### src/design/ssd_pkg.sv
package ssd_pkg;

  localparam int unsigned NumStages = 4;
  localparam int unsigned FifoDepth = 4;
  localparam int unsigned PtrW      = $clog2(FifoDepth);
  localparam int unsigned CntW      = $clog2(FifoDepth + 1);

  localparam logic [31:0] RecipDiv10 = 32'hCCCC_CCCD;
  localparam logic [31:0] RecipDiv6  = 32'hAAAA_AAAB;
  localparam int unsigned ShiftDiv10 = 35;
  localparam int unsigned ShiftDiv6  = 34;

  typedef enum logic [1:0] {
    MODE_CLOCK = 2'd0,
    MODE_RING  = 2'd1,
    MODE_WATCH = 2'd2,
    MODE_HOLD  = 2'd3
  } mode_e;

  typedef enum logic [1:0] {
    OP_NONE  = 2'd0,
    OP_DIV10 = 2'd1,
    OP_DIV6  = 2'd2
  } op_e;

  typedef struct packed {
    logic                  hold;
    logic                  use_ring;
    logic [7:0]            ring_seg;
    logic                  dot_flip;
    logic [1:0]            pos;
    logic [31:0]           value;
    op_e [NumStages-1:0]   ops;
  } cmd_t;

  function automatic logic [7:0] digit_font(logic [3:0] d);
    logic [7:0] s;
    case (d)
      4'd0: s = 8'h3f;
      4'd1: s = 8'h06;
      4'd2: s = 8'h5b;
      4'd3: s = 8'h4f;
      4'd4: s = 8'h66;
      4'd5: s = 8'h6d;
      4'd6: s = 8'h7d;
      4'd7: s = 8'h27;
      4'd8: s = 8'h7f;
      4'd9: s = 8'h67;
      default: s = 8'h00;
    endcase
    return s;
  endfunction

  function automatic logic [7:0] strobe_n(logic [1:0] p);
    logic [7:0] s;
    case (p)
      2'd0: s = 8'h7f;
      2'd1: s = 8'hbf;
      2'd2: s = 8'hdf;
      2'd3: s = 8'hef;
      default: s = 8'hff;
    endcase
    return s;
  endfunction

  function automatic logic [7:0] ring_left(logic [2:0] ph);
    logic [7:0] s;
    case (ph)
      3'd0: s = 8'h20;
      3'd1: s = 8'h10;
      3'd2: s = 8'h08;
      3'd7: s = 8'h01;
      default: s = 8'h00;
    endcase
    return s;
  endfunction

  function automatic logic [7:0] ring_right(logic [2:0] ph);
    logic [7:0] s;
    case (ph)
      3'd3: s = 8'h08;
      3'd4: s = 8'h04;
      3'd5: s = 8'h02;
      3'd6: s = 8'h01;
      default: s = 8'h00;
    endcase
    return s;
  endfunction

endpackage

### src/design/ssd_front.sv
module ssd_front (
  input  logic               clk_i,
  input  logic               rst_ni,
  input  logic               in_valid_i,
  output logic               in_ready_o,
  input  logic [1:0]         display_mode_i,
  input  logic [31:0]        seconds_i,
  input  logic [31:0]        stopwatch_ms_i,
  input  logic               colon_dot_i,
  input  logic               full_i,
  output logic               push_o,
  output ssd_pkg::cmd_t      cmd_o
);
  import ssd_pkg::*;

  logic [1:0] pos_q, pos_d;
  logic [2:0] phase_q, phase_d;
  mode_e      mode;
  logic       accept;

  assign mode       = mode_e'(display_mode_i);
  assign in_ready_o = !full_i;
  assign accept     = in_valid_i && !full_i;
  assign push_o     = accept;
  assign pos_d      = pos_q + 2'd1;
  assign phase_d    = seconds_i[2:0];

  always_comb begin
    cmd_o          = '0;
    cmd_o.hold     = (mode == MODE_HOLD);
    cmd_o.use_ring = (mode == MODE_RING) && pos_q[1];
    cmd_o.ring_seg = pos_q[0] ? ring_left(phase_q) : ring_right(phase_q);
    cmd_o.dot_flip = (mode == MODE_CLOCK) && (pos_q == 2'd2) && colon_dot_i;
    cmd_o.pos      = pos_q;
    cmd_o.value    = ((mode == MODE_WATCH) && !pos_q[1]) ? stopwatch_ms_i : seconds_i;
    for (int k = 0; k < NumStages; k++) begin
      cmd_o.ops[k] = OP_NONE;
    end
    if (mode == MODE_WATCH) begin
      case (pos_q)
        2'd0: begin
          cmd_o.ops[2] = OP_DIV10;
          cmd_o.ops[3] = OP_DIV10;
        end
        2'd1: begin
          cmd_o.ops[1] = OP_DIV10;
          cmd_o.ops[2] = OP_DIV10;
          cmd_o.ops[3] = OP_DIV10;
        end
        2'd2: begin
          cmd_o.ops[3] = OP_DIV10;
        end
        default: begin
          cmd_o.ops[2] = OP_DIV10;
          cmd_o.ops[3] = OP_DIV6;
        end
      endcase
    end else begin
      case (pos_q)
        2'd0: begin
          cmd_o.ops[3] = OP_DIV10;
        end
        2'd1: begin
          cmd_o.ops[2] = OP_DIV10;
          cmd_o.ops[3] = OP_DIV6;
        end
        2'd2: begin
          cmd_o.ops[1] = OP_DIV10;
          cmd_o.ops[2] = OP_DIV6;
          cmd_o.ops[3] = OP_DIV10;
        end
        default: begin
          cmd_o.ops[0] = OP_DIV10;
          cmd_o.ops[1] = OP_DIV6;
          cmd_o.ops[2] = OP_DIV10;
          cmd_o.ops[3] = OP_DIV6;
        end
      endcase
    end
  end

  always_ff @(posedge clk_i or negedge rst_ni) begin
    if (!rst_ni) begin
      pos_q   <= '0;
      phase_q <= '0;
    end else if (accept) begin
      pos_q   <= pos_d;
      phase_q <= phase_d;
    end
  end

endmodule

### config.mk
export PLATFORM = sky130hd
export DESIGN_NAME = ssd_front
export DESIGN_NICKNAME = d
export VERILOG_FILES = /design/src/design/ssd_pkg.sv /design/src/design/ssd_front.sv
export SDC_FILE = /design/constraint.sdc
export NUM_CORES = 1
export LEC_CHECK = 0
export BUFFER_PORTS_ARGS = -buffer_cell sky130_fd_sc_hd__buf_2
export CORE_MARGIN = 1.5
export CORE_UTILIZATION = 32
export CTS_CLUSTER_SIZE = 24
export DETAILED_ROUTE_END_ITERATION = 16
export HOLD_SLACK_MARGIN = 0.02
export PLACE_DENSITY = 0.87
export SYNTH_ARGS = -nofsm -noshare
export SYNTH_HDL_FRONTEND = slang
export SYNTH_SLANG_ARGS = --single-unit
### constraint.sdc
create_clock -name clk_i -period 3.9 [get_ports clk_i]
set_input_delay 0.78 -clock clk_i [delete_from_list [all_inputs] [get_ports clk_i]]
set_output_delay 0.78 -clock clk_i [all_outputs]
set_load 0.005 [all_outputs]
After elaboration in Yosys (flattened, before gate mapping)

Cells that the tools add are included.

Register bits: 5
Input bits: 71
Output and inout bits: 55
Logic and storage cells: 41

Add/subtract/negate cells: 1
Equality and inequality tests: 12
Mux-type cells: 13
Reduce and logical (&&, ||, !) cells: 13

Operator list:

| cell                                                                   | number |
|---|---|
| 32-bit two-way mux                                                     | 1 |
| 6-bit case mux with 4 select lines                                     | 1 |
| 4-bit case mux with 4 select lines                                     | 1 |
| 3-bit equality test (second input constant)                            | 4 |
| 8-bit two-way mux                                                      | 1 |
| 2-bit case mux with 2 select lines                                     | 2 |
| 2-bit equality test (second input constant)                            | 3 |
| 3-bit by 2-bit equality test with 1-bit output (second input constant) | 2 |
| 6-bit two-way mux                                                      | 1 |
| 1-bit logical AND                                                      | 5 |
| 2-bit by 1-bit equality test with 1-bit output (second input constant) | 2 |
| 2-bit logical NOT                                                      | 2 |
| 1-bit two-way mux                                                      | 4 |
| 2-bit two-way mux                                                      | 2 |
| 2-bit OR reduction                                                     | 2 |
| 3-bit by 1-bit equality test with 1-bit output (second input constant) | 1 |
| 3-bit logical NOT                                                      | 1 |
| 3-bit OR reduction                                                     | 1 |
| 2-bit by 1-bit adder with 2-bit output (second input constant)         | 1 |
| 1-bit logical NOT                                                      | 2 |

Logic depth before layout (Yosys ltp)

Gate-level depths: netlist of the first run.

Depth in word-level cells: 4
Mapped depth: 4
Mapped depth without buffers: 4

Worst setup path after synthesis of the first run

No wires, ideal clock.

Path kind: input port to output port
Start point: input display_mode_i[1]
End point: output cmd_o[10] (netlist bit)
Arrival: 1.581 ns
Data required time: 3.120 ns
Slack: 1.539 ns
Stages on the path: 3
Buffers on the path: 1
Cell sequence: nor3b_4 buf_6 mux2_2

RTL lines:

| item        | line            | text |
|---|---|---|
| from (decl) | ssd_front.sv:6  | `input logic [1:0] display_mode_i,` |
| to (decl)   | ssd_front.sv:12 | `output ssd_pkg::cmd_t cmd_o` |

==> run summary, run 1 <==
Status: complete, no violations
Ys async rst share: 100.0%
Worst Setup Path Type: in -> out
Initial Util: 34.09%
Post-synth top area share: 48.00%
GRT Resource Usage Total: 17.21%
Avg Cell Area, Syn: 10.69 sq um
Post-placement cell count: 226
Endpoints failing setup: 0
Max stage delay on crit path: 0.39 ns
Area added between synthesis and finish: 73.63%
Power Dens Cells: 345.6 nW/um^2
Post-Synthesis Cells: 79
Die ar.: 2957 sq um
Setup crit end kind: output pin
Die Span Y: 54.38 microns
Commonest non-fill, non-tap cells in the layout: buf_2, mux2_2, dfrtp_1
Worst VDD drop: 0.3071 mV
Largest net degree at the start of global routing: 33
Post-CTS setup buffer count: 0
Gr ovfl total: 0
Commonest non-fill, non-tap cell in the layout: buf_2
Max Clk Rate: 0.3628 GHz
Clk buf depth: 2
CP required: 3.12 ns
Site Rows: 18
Final Max Slew Viols: 0
Final Net Count: 276
Post-synth top area cell: mux2_2
Place WS: 1.144 ns
Top Family by Delay on Critical Path: buffers and inverters
Post-Layout Cell Count: 230
Multiplexer share of the synthesized area: 51.85%
R2r worst-path depth: 3
Vias in the first global route: 873
I/O pin cnt: 126
Unrepaired setup endpoints after global routing: no
Synth Area in Simple Gates: 14.52%
Area contributors post-synth: mux2_2, dfrtp_1, ha_1
Synthesized flop and latch total: 5
Clock Pin Slew Worst Setup and Hold Paths: 0.05 ns
ANT nets after route: 0
TNS Setup: 0 ns
TritonRoute pass-1 iters: 3
Crit path DAT: 1.98 ns
Sequential area share after synthesis: 14.81%
Top_reg_cell synth: dfrtp_1
Post-synth EDFFs: 0
Dpl hpwl: 2.635 mm
Period utilization: 70.68%
Buf/Inv on CP: 3
Fillers: 229
1st-iter DRT viols: 3
Layout cells sized above 1: 82.00%
Final WL: 3.064 mm
Detail-routed via count per cell: 4.696
# diodes: 0
Clock Skews: 0.00007711 ns
Inserted Clock Buffers: 3
# hold bufs at CTS: 0
WHS: 0.3406 ns
Final RePlAce weighted congestion: 0.7174
Levels on crit path: 5
Final WS setup: 1.143 ns
Max-Cap Viols: 0
Antenna violations before repair: 0
Die Wd: 54.38 microns
Post-layout min period: 2.757 ns
HP Class: in -> async
H-tree levels: 1
Hold Violations, Final: 0
First-pass GRT wire length: 3.712 mm
Worst-path cell chain: buf_2 > nor3b_4 > buf_4 > mux2_2 > buf_2
Cell variety after synth: 23
Startpoint types: input pin
Synth warnings: 0
Remaining DRCs: 0
CP dominant cell by count: buf_2
Cts repair resizes: 0
Post-synthesis adder-cell area fraction: 5.926%
RR Startpoint: pos_q[0]
WL/cell: 13.32 microns
Netlist Area Pre-Place: 844.6 sq um
I/O Buffers: 122
Clock Tree Root: clkbuf_4
Clock sinks: 5
Total number of vias: 1080
Crit path max-delay cell type: mux2_2
Core Area: 2477 sq um
TritonCTS clock tree: done
Largest family of logic cells by synthesized area: multiplexers
Critical Path Start: display_mode_i[1]
Synth Area in Compound Gates: 0.5926%
Clock latency at the later pin of the worst-skew pair: 0.25 ns
Post-synthesis xor/xnor area fraction: 2.074%
Post-route total power: 506.9 uW
Crit-path max FO: 32
Leak Pwr: 0.8360 nW
registers in the layout (all words and copies together), names as in the netlist:
name,flops
pos_q,2
phase_q,3
path summary, 6_finish.rpt:
check	end	slack, ns
setup reg to reg	pos_q[1]	2.57
setup / recovery	cmd_o[19]	1.14
hold / removal	pos_q[0]	0.34
max in group asynchronous	phase_q[0]	3.42
min in group clk_i	phase_q[2]	0.63
hold reg to reg	phase_q[2]	0.63
worst register-to-register path: stages (launching register included):
cell and delay (ns):
dfrtp_1 0.50, inv_1 0.15, ha_1 0.30, mux2_2 0.26
per-layer routing:
layer	vias to the layer above	routed length (microns)	track usage (%)
li1	522	-	-
met1	487	1132	19.70
met2	71	1566	32.13
met3	0	365	5.464
met4	0	0	1.250
met5	-	0	0
through the flow:
step | instance area [sq um] | utilization (%)
after floorplan | 852.1 | -
after global placement | 1440 | 58.13
after detailed placement | 1440 | 58.13
after CTS | 1466 | 59.19
after global routing | 1466 | 59.19
final | 1466 | 59.19
cells in the mapped netlist (2+ instances only):
cell type and n:
ha_1 4, buf_4 4, and2_1 3, dfrtp_1 5
xnor2_1 2, buf_6 3, inv_1 4, nor3b_1 2
nor4b_1 2, mux2_1 2, mux2_2 36
area by class of cell:
class / count / area, sq um / share of cell area (%)
tap: 30 / 37.54 / 2.560
inverter: 4 / 15.01 / 1.024
timing repair buffer: 123 / 618.1 / 42.15
multi-input combinational: 64 / 644.4 / 43.94
clock buffer: 4 / 26.28 / 1.792
sequential: 5 / 125.1 / 8.532
power by group:
| group | internal (mW) | switching [mW] | total [mW] | leakage (nW) |
|---|---|---|---|---|
| Clock | 0.0388 | 0.0226 | 0.0614 | 0.0150 |
| Sequential | 0.0674 | 0.0330 | 0.100 | 0.0586 |
| Combinational | 0.200 | 0.145 | 0.345 | 0.762 |
logic make-up (layout without fill, tap and decap cells):
kind of cell,after synthesis,after routing
and+or+nand+nor,15,15
muxes,39,39
adders and majority gates,4,4
xor gates and xnor gates,2,2
buffers and inverters,12,131
other,1,3
DFF,5,5
AOI/OAI and AO/OA,1,1
No activity file was read; power rests on OpenSTA's default activity.
==> run 2, diff against run 1 <==
--- a/config.mk
+++ b/config.mk
@@ -7,11 +7,11 @@
 export LEC_CHECK = 0
 export BUFFER_PORTS_ARGS = -buffer_cell sky130_fd_sc_hd__buf_2
 export CORE_MARGIN = 1.5
-export CORE_UTILIZATION = 32
+export CORE_UTILIZATION = 27
 export CTS_CLUSTER_SIZE = 24
 export DETAILED_ROUTE_END_ITERATION = 16
 export HOLD_SLACK_MARGIN = 0.02
-export PLACE_DENSITY = 0.87
+export PLACE_DENSITY = 0.78
 export SYNTH_ARGS = -nofsm -noshare
 export SYNTH_HDL_FRONTEND = slang
 export SYNTH_SLANG_ARGS = --single-unit
==> constraint.sdc (replaced) <==
create_clock -name clk_i -period 2.4 [get_ports clk_i]
set_input_delay 0.48 -clock clk_i [delete_from_list [all_inputs] [get_ports clk_i]]
set_output_delay 0.48 -clock clk_i [all_outputs]
set_load 0.005 [all_outputs]
==> run 2 against run 1 <==
  * Global-route usage down 3.6 points
  * Combinational power up 63%
  * Hold slack worse by 0.30 ns
  * Final cell count up 1.7%
  * Clock-buffer cell count unchanged
  * Routed wire length down 11%
  * Critical path type is now reg -> out
  * Largest cell class unchanged
==> run summary, run 2 (synthesis results as in run 1) <==
Commonest non-fill, non-tap cell in the layout: buf_2
Startpoint types: flop
Setup crit end kind: output pin
Die Wd: 58.93 microns
First-pass GRT wire length: 3.477 mm
Final Max Slew Viols: 0
P_sw: 317.7 uW
Worst Setup Path Type: reg -> out
Comb pwr share: 68.1%
Total number of vias: 1071
Critical Path Start: pos_q[1]
Inserted Clock Buffers: 3
Max Clk Rate: 0.4595 GHz
CP required: 1.92 ns
WL/cell: 11.59 microns
# diodes: 0
Crit-path max FO: 27
Hold Violations, Final: 0
Leak Pwr: 0.8444 nW
Status: complete, no violations
WHS: 0.03904 ns
Core Area: 3003 sq um
Clock Skews: 0.00001280 ns
Post-layout min period: 2.176 ns
Remaining DRCs: 0
H-tree levels: 1
Final WL: 2.713 mm
Initial Util: 28.12%
# hold bufs at CTS: 0
Clock Pin Slew Worst Setup and Hold Paths: 0.04 ns
Vias in the first global route: 825
Largest register FFs: 3
Final Util: 49.63%
TNS Setup: 0 ns
RR Startpoint: pos_q[0]
Die Span Y: 58.93 microns
Layout cells sized above 1: 82.09%
Largest net degree at the start of global routing: 28
Endpoints failing setup: 0
Site Rows: 20
Worst VDD drop: 0.3464 mV
Final RePlAce weighted congestion: 0.7064
Largest regs: phase_q: 3 flops, pos_q: 2 flops
GRT Resource Usage Total: 13.58%
Part of the power in registers: 19.7%
I/O Buffers: 122
Area added between synthesis and finish: 76.44%
Cts repair resizes: 0
Crit path DAT: 1.70 ns
TritonCTS clock tree: done
Gr ovfl total: 0
Largest Register: phase_q
Max-Cap Viols: 0
Power Dens Cells: 553.9 nW/um^2
Post-CTS setup buffer count: 0
Die ar.: 3473 sq um
Commonest non-fill, non-tap cells in the layout: buf_2, mux2_2, dfrtp_1
Clock share of power: 12.2%
ANT nets after route: 0
Final Net Count: 277
Unrepaired setup endpoints after global routing: no
HP Class: in -> async
Pint: 507.8 uW
Detail-routed via count per cell: 4.577
Fillers: 274
Switching Share: 38.49%
Dpl hpwl: 2.402 mm
Clk buf depth: 2
TritonRoute pass-1 iters: 3
Clock latency at the later pin of the worst-skew pair: 0.25 ns
Clock sinks: 5
Clock Tree Root: clkbuf_4
1st-iter DRT viols: 12
Period utilization: 90.68%
Antenna violations before repair: 0
I/O pin cnt: 126
run 2: per-layer routing:
metal / wire [microns] / global-route usage, % / up-vias
met5: 0 / 0 / -
met4: 14 / 3.896 / 0
met3: 327 / 4.396 / 2
met2: 1327 / 24.60 / 84
met1: 1043 / 15.03 / 460
li1: - / - / 525
run 2: power by group through the flow:
stage | Clock (mW) | Combinational, mW | Sequential [mW]
after floorplan | 0 | 0.330 | 0.155
after global placement | 0 | 0.560 | 0.163
after detailed placement | 0 | 0.569 | 0.165
after CTS | 0.105 | 0.571 | 0.163
after global routing | 0.113 | 0.624 | 0.172
final | 0.101 | 0.562 | 0.163
run 2: worst paths after layout:
path,cells after the start,slack [ns],to
setup / recovery,4,0.22,cmd_o[30]
hold / removal,1,0.04,phase_q[0]
setup reg to reg,3,1.06,pos_q[1]
hold reg to reg,1,0.62,phase_q[0]
max in group asynchronous,1,2.23,pos_q[0]
min in group clk_i,2,0.48,phase_q[0]
run 2: area by class of cell:
| type | count | area (sq um) | area share (%) |
|---|---|---|---|
| Multi-Input combinational cell | 64 | 644.4 | 43.24 |
| Sequential cell | 5 | 125.1 | 8.396 |
| Inverter | 4 | 15.01 | 1.008 |
| Tap cell | 33 | 41.29 | 2.771 |
| Clock buffer | 4 | 26.28 | 1.763 |
| Timing Repair Buffer | 124 | 638.1 | 42.82 |
run 2: critical path, cell delays in order, from the launching register on:
cell	delay, ns
dfrtp_1	0.46
nor3b_4	0.28
buf_12	0.21
mux2_2	0.37
buf_2	0.13
run 2: metrics by stage:
| step | cell area, sq um | cells | setup WS [ns] | power (mW) |
|---|---|---|---|---|
| after global placement | 1464 | 230 | 0.3573 | 0.7230 |
| final | 1490 | 234 | 0.2236 | 0.8255 |
| after CTS | 1490 | 234 | 0.1925 | 0.8395 |
| after global routing | 1490 | 234 | 0.1412 | 0.9087 |
| after floorplan | 852.1 | 81 | 0.6350 | 0.4850 |
| after detailed placement | 1464 | 230 | 0.3573 | 0.7344 |
