==> config.mk <==
export PLATFORM = sky130hd
export DESIGN_NAME = ssd_fifo
export DESIGN_NICKNAME = d
export VERILOG_FILES = /design/src/design/ssd_pkg.sv /design/src/design/ssd_fifo.sv
export SDC_FILE = /design/constraint.sdc
export NUM_CORES = 1
export LEC_CHECK = 0
export BUFFER_PORTS_ARGS = -buffer_cell sky130_fd_sc_hd__buf_2
export CAP_MARGIN = 5
export CORE_ASPECT_RATIO = 1.1
export CORE_UTILIZATION = 57
export DETAILED_ROUTE_END_ITERATION = 10
export GPL_TIMING_DRIVEN = 1
export HOLD_SLACK_MARGIN = 0.08
export PLACE_DENSITY = 0.86
export SETUP_SLACK_MARGIN = 0.2
export SLEW_MARGIN = 20
export SYNTH_ARGS = -nofsm -noshare
export SYNTH_HDL_FRONTEND = slang
export SYNTH_SLANG_ARGS = --single-unit
==> constraint.sdc <==
create_clock -name clk_i -period 2.9 [get_ports clk_i]
set_input_delay 0.58 -clock clk_i [delete_from_list [all_inputs] [get_ports clk_i]]
set_output_delay 0.58 -clock clk_i [all_outputs]
set_load 0.01 [all_outputs]
==> src/design/ssd_pkg.sv <==
package ssd_pkg;

  localparam int unsigned NumStages = 4;
  localparam int unsigned FifoDepth = 4;
  localparam int unsigned PtrW      = $clog2(FifoDepth);
  localparam int unsigned CntW      = $clog2(FifoDepth + 1);

  localparam logic [31:0] RecipDiv10 = 32'hCCCC_CCCD;
  localparam logic [31:0] RecipDiv6  = 32'hAAAA_AAAB;
  localparam int unsigned ShiftDiv10 = 35;
  localparam int unsigned ShiftDiv6  = 34;

  typedef enum logic [1:0] {
    MODE_CLOCK = 2'd0,
    MODE_RING  = 2'd1,
    MODE_WATCH = 2'd2,
    MODE_HOLD  = 2'd3
  } mode_e;

  typedef enum logic [1:0] {
    OP_NONE  = 2'd0,
    OP_DIV10 = 2'd1,
    OP_DIV6  = 2'd2
  } op_e;

  typedef struct packed {
    logic                  hold;
    logic                  use_ring;
    logic [7:0]            ring_seg;
    logic                  dot_flip;
    logic [1:0]            pos;
    logic [31:0]           value;
    op_e [NumStages-1:0]   ops;
  } cmd_t;

  function automatic logic [7:0] digit_font(logic [3:0] d);
    logic [7:0] s;
    case (d)
      4'd0: s = 8'h3f;
      4'd1: s = 8'h06;
      4'd2: s = 8'h5b;
      4'd3: s = 8'h4f;
      4'd4: s = 8'h66;
      4'd5: s = 8'h6d;
      4'd6: s = 8'h7d;
      4'd7: s = 8'h27;
      4'd8: s = 8'h7f;
      4'd9: s = 8'h67;
      default: s = 8'h00;
    endcase
    return s;
  endfunction

  function automatic logic [7:0] strobe_n(logic [1:0] p);
    logic [7:0] s;
    case (p)
      2'd0: s = 8'h7f;
      2'd1: s = 8'hbf;
      2'd2: s = 8'hdf;
      2'd3: s = 8'hef;
      default: s = 8'hff;
    endcase
    return s;
  endfunction

  function automatic logic [7:0] ring_left(logic [2:0] ph);
    logic [7:0] s;
    case (ph)
      3'd0: s = 8'h20;
      3'd1: s = 8'h10;
      3'd2: s = 8'h08;
      3'd7: s = 8'h01;
      default: s = 8'h00;
    endcase
    return s;
  endfunction

  function automatic logic [7:0] ring_right(logic [2:0] ph);
    logic [7:0] s;
    case (ph)
      3'd3: s = 8'h08;
      3'd4: s = 8'h04;
      3'd5: s = 8'h02;
      3'd6: s = 8'h01;
      default: s = 8'h00;
    endcase
    return s;
  endfunction

endpackage

==> src/design/ssd_fifo.sv <==
module ssd_fifo (
  input  logic           clk_i,
  input  logic           rst_ni,
  input  logic           push_i,
  input  ssd_pkg::cmd_t  cmd_i,
  output logic           full_o,
  input  logic           pop_i,
  output logic           valid_o,
  output ssd_pkg::cmd_t  cmd_o
);
  import ssd_pkg::*;

  cmd_t            mem_q [FifoDepth];
  logic [PtrW-1:0] wr_ptr_q, rd_ptr_q;
  logic [CntW-1:0] count_q, count_d;

  assign full_o  = (count_q == CntW'(FifoDepth));
  assign valid_o = (count_q != '0);
  assign cmd_o   = mem_q[rd_ptr_q];

  always_comb begin
    count_d = count_q;
    if (push_i && !pop_i) begin
      count_d = count_q + CntW'(1);
    end else if (pop_i && !push_i) begin
      count_d = count_q - CntW'(1);
    end
  end

  always_ff @(posedge clk_i or negedge rst_ni) begin
    if (!rst_ni) begin
      wr_ptr_q <= '0;
      rd_ptr_q <= '0;
      count_q  <= '0;
    end else begin
      if (push_i) begin
        wr_ptr_q <= wr_ptr_q + PtrW'(1);
      end
      if (pop_i) begin
        rd_ptr_q <= rd_ptr_q + PtrW'(1);
      end
      count_q <= count_d;
    end
  end

  always_ff @(posedge clk_i) begin
    if (push_i) begin
      mem_q[wr_ptr_q] <= cmd_i;
    end
  end

endmodule

-- Word-level counts from Yosys, hierarchy flattened
Memory sizes are Yosys's and may differ from the RTL's.
Index checks and enable logic that the tools add are counted.
- output and inout port bits: 55
- register bits: 7
- memories kept: 1
- logic and storage cells: 19
- input port bits: 57
- bits in writable memories: 212
- memory list (memory ; depth ; width ; rd ports ; clocked after Yosys merged registers in ; write ports ; line ; RTL):
    mem_q ; 4 ; 53 ; 1 ; 0 ; 1 ; ssd_fifo.sv:13 ; cmd_t mem_q [FifoDepth];
- reductions and logical operators: 6
- muxes and demuxes: 4
- $add $sub $neg: 4
- equal/unequal tests: 1
- operators by type and width (kind ; count):
    3-bit two-way mux ; 2
    2-bit by 1-bit adder with 2-bit output, second input constant ; 2
    3-bit by 1-bit adder with 3-bit output, second input constant ; 1
    3-bit == test, second input constant ; 1
    3-bit nonzero test ; 1
    3-bit by 1-bit subtractor with 3-bit output, second input constant ; 1
    1-bit logical AND ; 2
    1-bit zero test ; 2
    1-bit two-way mux ; 2
    2-bit nonzero test ; 1

-- Longest topological paths before layout
Gate-level depths: netlist (run 1).
- word-level depth: 4
- mapped depth: 7
- mapped depth without buffers: 7

-- Worst setup path after synthesis (run 1)
No wires, ideal clock.
- path type: reg-to-reg
- from: reg wr_ptr_q[0]
- to: mem mem_q[2][0] in the netlist's numbering, enable pin
- arrival time: 1.875 ns
- path slack: 0.609 ns
- cell stages (with the launch flop): 4
- clock period less this slack: 2.291 ns
- library setup time: 0.416 ns
- path buffers: 0
- data required time: 2.484 ns
- cells stage by stage: dfrtp_1 -> inv_1 -> ha_1 -> and2_1
- RTL lines (item ; line ; RTL):
    start: declaration ; ssd_fifo.sv:14 ; logic [PtrW-1:0] wr_ptr_q, rd_ptr_q;
    start signal: assignment ; ssd_fifo.sv:37 ; wr_ptr_q <= wr_ptr_q + PtrW'(1);
    end: declaration ; ssd_fifo.sv:13 ;
No word-level cell before the write port.

==> impl_metrics.env, run 1 <==
export IMPL_status="complete, no violations"
export IMPL_cts_resized=0
export IMPL_yosysWarnings=0
export IMPL_finalCritPeriodShare_pct=88.3
export IMPL_p_leak_nw=3.38
export IMPL_yosysMostFrequentCell="edfxtp_1"
export IMPL_grt_pass1_wl_um=21400
export IMPL_maxCapViolCount=0
export IMPL_finalSetupTns_ps=0
export IMPL_switching_share_pct=27.7
export IMPL_core_area_um2=13900
export IMPL_detailed_place_hpwl_um=8440
export IMPL_postRouteAntennaNets=0
export IMPL_slowest_stage="mux4_2"
export IMPL_drive_gt1_share_pct=46.0
export IMPL_worst_setup_path_end_kind="output port"
export IMPL_setup_viol=0
export IMPL_rsz0062_at_grt="false"
export IMPL_finalWirelength_um=13900
export IMPL_async_flop_share_pct=3.20
export IMPL_final_hold_viol_count=0
export IMPL_cts_tree="yes"
export IMPL_dieWidth_um=116
export IMPL_synth_seq_cells=219
export IMPL_rrSetupSlack_ps=1100
export IMPL_crit_type="flip-flop to output port"
export IMPL_powerDensity_nw_per_um2=1020
export IMPL_ys_types=19
export IMPL_synth_edf_count=212
export IMPL_ctsRootBufferMaster="clkbuf_16"
export IMPL_setup_worst_path_start="rd_ptr_q[0]"
export IMPL_synthTopCellsByArea="edfxtp_1, mux4_2, dfrtp_1, mux4_1, buf_12"
export IMPL_grt_pass1_vias=3889
export IMPL_rr_worst_depth=4
export IMPL_cts_buffers=21
export IMPL_max_freq_ghz=0.391
export IMPL_hold_path_class="input pin to flip-flop"
export IMPL_critPathTopFamily="multiplexers"
export IMPL_path_cells="buf_12 > buf_16 > mux4_2 > buf_2"
export IMPL_wl_per_cell_um=21.4
export IMPL_cp_arrival_ps=1980
export IMPL_pwr_share_comb_pct=29.0
export IMPL_clk_pin_slew_ps=60
export IMPL_cts_sinks=219
export IMPL_antenna_found_initial=2
export IMPL_synthCells=311
export IMPL_seq_area_frac_synth_pct=80.6
export IMPL_ys_flop_type="edfxtp_1"
export IMPL_internal_power_mw=7.12
export IMPL_grt_max_degree=38
export IMPL_cp_data_required_time_ps=2320
export IMPL_instances_no_fill=652
export IMPL_drtIter0Drc=232
export IMPL_regArea_um2=6550
export IMPL_synthTopCellsByCount="edfxtp_1, mux4_2, dfrtp_1"
export IMPL_hold_ws_ps=306
export IMPL_slew_headroom_pct=64.6
export IMPL_clk_latency_ps=490
export IMPL_fin_worst_skew_ps=11.7
export IMPL_crit_fanout=14
export IMPL_ir_drop_mv=0.608
export IMPL_htree_levels=1
export IMPL_min_period_ps=2560
export IMPL_p_switching_mw=2.72
export IMPL_synth_avg_cell_area_um2=26.1
export IMPL_synth_top_area_share_pct=78.5
export IMPL_die_area_um2=14700
export IMPL_track_usage_pct=20.0
export IMPL_numPortBuffers=111
export IMPL_pwr_share_clk_pct=27.0
export IMPL_via_per_inst=5.51
export IMPL_path_buf_inv=3
export IMPL_drv_slew=0
export IMPL_r2r_start="wr_ptr_q[0]"
export IMPL_syn_nets=374
export IMPL_drtPass1Iterations=4
export IMPL_cp_num_cells=4
export IMPL_pwr_share_seq_pct=44.0
export IMPL_r2r_end="mem_q[2][31]"
export IMPL_cts_buffer_depth=3
export IMPL_syn_area_um2=8110
export IMPL_crit_path_end="cmd_o[22]"
export IMPL_worst_pin_slew_ps=531
export IMPL_fillerInstances=850
export IMPL_final_nets=511
export IMPL_cp_slowest_stage_delay_ps=520
export IMPL_multi_input_area_um2=1420
export IMPL_grt_overflow=0
export IMPL_vias=3595
export IMPL_synth_largest_area_cell="edfxtp_1"
export IMPL_dp_cells=607
export IMPL_die_h_um=127
export IMPL_drcViolationCount=0
export IMPL_area_growth_pct=19.3
export IMPL_cp_start_kind="flip-flop"
export IMPL_initial_core_util_pct=58.6
export IMPL_routabilityCongestion=0.709
export IMPL_placementRows=45
export IMPL_io_pins=112
-- kinds of logic after synthesis --
family                   synth area share, %
AO/OA/AOI/OAI                         0.0616
buffers and inverters                   1.93
AND/OR/NAND/NOR                        0.617
multiplexers                            15.1
flip-flops                              80.6
adder cells (fa/ha/maj)                 1.02
XOR/XNOR                               0.648
-- power groups by stage --
| stage | clock network (mW) | logic, mW | registers (mW) |
|---|---|---|---|
| CTS | 2.72 | 2.92 | 4.34 |
| global route | 2.82 | 3.09 | 4.38 |
| floorplan | 0 | 1.94 | 4.33 |
| detailed placement | 0 | 2.67 | 4.49 |
| global placement | 0 | 2.62 | 4.44 |
| finish | 2.66 | 2.85 | 4.34 |
-- per-stage QoR --
stage,cell area (um2),setup slack (ps),power (mW),utilization (%)
after floorplan,8110,609,6.27,-
after global placement,8900,521,7.06,64.3
after detailed placement,8900,475,7.16,64.3
after CTS,9680,297,9.98,69.9
after global routing,9680,256,10.3,69.9
final,9680,339,9.84,69.9
-- state kept, by name, indices dropped and copies added, names as in the netlist --
signal    cells
count_q       3
mem_q       212
rd_ptr_q      2
wr_ptr_q      2
-- metal layers --
metal  share of wire [%]  GRT usage [%]  wire length (um)
met1                  41           26.5              5650
met3                 4.9           3.32               683
met4                 2.4           6.86               335
met2                  52           33.9              7230
met5                0.11              0                16
-- area by class of cell --
cell class	count	share of cell area, %
diodes	1	0.0258
clock buffers	25	5.79
clock inverters	13	1.28
inverters	4	0.155
multi-input cells	76	14.7
flip-flops and latches	219	67.6
well taps	188	2.43
repair buffers	126	8.04
-- cell usage in the layout (no fill, tap or decap) --
| master | count |
|---|---|
| fa_1 | 1 |
| bufinv_16 | 2 |
| inv_6 | 2 |
| buf_4 | 6 |
| nor3b_1 | 1 |
| xor2_1 | 4 |
| dfrtp_4 | 1 |
| nand2_1 | 2 |
| o21ai_0 | 1 |
| xnor2_1 | 2 |
| mux4_1 | 5 |
| buf_16 | 1 |
| clkinv_1 | 3 |
| clkinvlp_4 | 2 |
| ha_1 | 5 |
| clkbuf_8 | 2 |
| mux4_2 | 48 |
| and2_2 | 4 |
| diode_2 | 1 |
| or3_1 | 1 |
| clkbuf_1 | 2 |
| buf_2 | 111 |
| edfxtp_1 | 212 |
| clkbuf_16 | 21 |
| inv_1 | 4 |
| nor2_1 | 1 |
| clkinv_2 | 4 |
| mux2_2 | 1 |
| buf_12 | 7 |
| dlygate4sd3_1 | 1 |
| dfrtp_2 | 1 |
| dfrtp_1 | 5 |
-- worst min path at each step --
stage | startpoint | endpoint | slack, ps | cells after the start
global placement | rst_ni | wr_ptr_q[0] | 420 | 1
finish | cmd_i[11] | mem_q[2][11] | 310 | 1
CTS | cmd_i[11] | mem_q[2][11] | 290 | 1
detailed placement | rst_ni | wr_ptr_q[0] | 420 | 1
global route | cmd_i[5] | mem_q[1][5] | 290 | 1
floorplan | rst_ni | count_q[0] | 280 | 0
-- what timing repair did --
action,CTS,global route
setup buffers,5,0
hold buffers,1,0
setup endpoints to repair,33,0
hold endpoints to repair,7,0
No activity file was read; power rests on OpenSTA's default activity.
==> run 2, diff against run 1 <==
Settings changed: SETUP_SLACK_MARGIN 0.2 to 0.15.
Clock period 2.9 ns to 2.8 ns, I/O delays scaled along.
==> impl_metrics.env, run 2 (synthesized netlist as in run 1, its figures left out) <==
export IMPL_status="complete, no violations"
export IMPL_slew_headroom_pct=64.7
export IMPL_io_pins=112
export IMPL_grt_pass1_wl_um=21400
export IMPL_pwr_share_seq_pct=44.8
export IMPL_max_freq_ghz=0.405
export IMPL_postRouteAntennaNets=0
export IMPL_r2r_start="wr_ptr_q[1]"
export IMPL_p_leak_nw=3.36
export IMPL_final_nets=505
export IMPL_drive_gt1_share_pct=45.0
export IMPL_ir_drop_mv=0.665
export IMPL_rrSetupSlack_ps=1000
export IMPL_maxCapViolCount=0
export IMPL_regArea_um2=6550
export IMPL_grt_pass1_vias=3841
export IMPL_layout_commonest_cell="edfxtp_1"
export IMPL_cp_arrival_ps=1910
export IMPL_rr_worst_depth=4
export IMPL_core_area_um2=13900
export IMPL_crit_path_end="cmd_o[5]"
export IMPL_area_growth_pct=18.9
export IMPL_drcViolationCount=0
export IMPL_worst_setup_path_end_kind="output port"
export IMPL_grt_overflow=0
export IMPL_instances_no_fill=645
export IMPL_initial_core_util_pct=58.6
export IMPL_dp_cells=605
export IMPL_drtPass1Iterations=4
export IMPL_cts_buffers=20
export IMPL_internal_power_mw=7.41
export IMPL_p_switching_mw=2.77
export IMPL_drv_slew=0
export IMPL_cts_tree="yes"
export IMPL_largest_reg_flops=212
export IMPL_fillerInstances=863
export IMPL_clk_pin_slew_ps=60
export IMPL_drtIter0Drc=253
export IMPL_crit_fanout=35
export IMPL_cts_buffer_depth=3
export IMPL_powerDensity_nw_per_um2=1050
export IMPL_clk_latency_ps=480
export IMPL_placementRows=45
export IMPL_pwr_share_clk_pct=27.3
export IMPL_detailed_place_hpwl_um=8350
export IMPL_finalWirelength_um=14000
export IMPL_wl_per_cell_um=21.8
export IMPL_switching_share_pct=27.2
export IMPL_setup_worst_path_start="rd_ptr_q[1]"
export IMPL_reg_top3="mem_q x212, count_q x3"
export IMPL_vias=3614
export IMPL_routabilityCongestion=0.653
export IMPL_r2r_end="mem_q[1][4]"
export IMPL_via_per_inst=5.60
export IMPL_top_register="mem_q"
export IMPL_cts_sinks=219
export IMPL_antenna_found_initial=1
export IMPL_die_area_um2=14700
export IMPL_multi_input_area_um2=1420
export IMPL_setup_viol=0
export IMPL_fin_worst_skew_ps=9.03
export IMPL_htree_levels=1
export IMPL_min_period_ps=2470
export IMPL_final_hold_viol_count=0
export IMPL_finalCritPeriodShare_pct=88.1
export IMPL_dieWidth_um=116
export IMPL_grt_max_degree=54
export IMPL_final_cell_mix="edfxtp_1, buf_2, mux4_2, clkbuf_16, buf_12"
export IMPL_ctsRootBufferMaster="clkbuf_16"
export IMPL_crit_type="flip-flop to output port"
export IMPL_pwr_share_comb_pct=27.8
export IMPL_hold_path_class="input pin to flip-flop"
export IMPL_finalSetupTns_ps=0
export IMPL_track_usage_pct=19.9
export IMPL_cp_data_required_time_ps=2240
export IMPL_die_h_um=127
export IMPL_cp_start_kind="flip-flop"
export IMPL_worst_pin_slew_ps=530
export IMPL_rsz0062_at_grt="false"
export IMPL_numPortBuffers=111
run 2: cell type report:
type	instances	share of cell area, %
clock inverters	9	1.22
repair buffers	121	7.68
inverters	4	0.156
multi-input cells	76	14.7
flip-flops and latches	219	67.9
clock buffers	27	5.89
well taps	188	2.44
diodes	1	0.0259
run 2: repair_timing:
item | 4_1_cts | 5_1_grt
buffers inserted | 1 | 1
endpoints found under the hold margin | 7 | 0
resized for setup | 0 | 1
setup endpoints to repair | 33 | 36
hold buffers | 1 | 0
run 2: how the worst min path moves through the flow:
stage | startpoint | end | slack (ps) | depth (start not counted)
after detailed placement | rst_ni | wr_ptr_q[0] | 410 | 1
after global routing | cmd_i[28] | mem_q[0][28] | 280 | 1
after CTS | cmd_i[28] | mem_q[0][28] | 280 | 1
after floorplan | rst_ni | count_q[0] | 260 | 0
final | pop_i | rd_ptr_q[0] | 290 | 2
after global placement | rst_ni | wr_ptr_q[0] | 400 | 1
run 2: layer usage:
layer | up-vias | wire length [um] | global-route usage, % | part of all wire [%]
met1 | 1898 | 5440 | 25.3 | 39
li1 | 1581 | - | - | -
met2 | 114 | 7730 | 35.8 | 55
met5 | - | 0 | 0 | 0
met3 | 21 | 615 | 3.27 | 4.4
met4 | 0 | 263 | 5.35 | 1.9
run 2: critical path: stages (launching register included):
cell	delay, ps
dfrtp_4	630
buf_12	270
mux4_2	360
buf_2	160
run 2: power by group through the flow:
stage          Sequential, mW  Combinational [mW]  Clock, mW
4_1_cts                  4.61                2.83       2.82
3_5_place_dp             4.71                2.74          0
3_3_place_gp             4.65                2.69          0
5_1_grt                  4.62                3.06       2.96
2_1_floorplan            4.48                2.01          0
6_report                 4.56                2.83       2.78
run 2: stage by stage:
step | worst slack [ps] | utilization [%] | power (mW) | hold slack [ps] | area, um2
floorplan | 509 | - | 6.49 | 264 | 8110
global placement | 486 | 64.3 | 7.34 | 396 | 8910
detailed placement | 495 | 64.3 | 7.45 | 407 | 8910
CTS | 157 | 69.5 | 10.3 | 277 | 9620
global route | 258 | 69.6 | 10.6 | 277 | 9650
finish | 334 | 69.6 | 10.2 | 293 | 9650
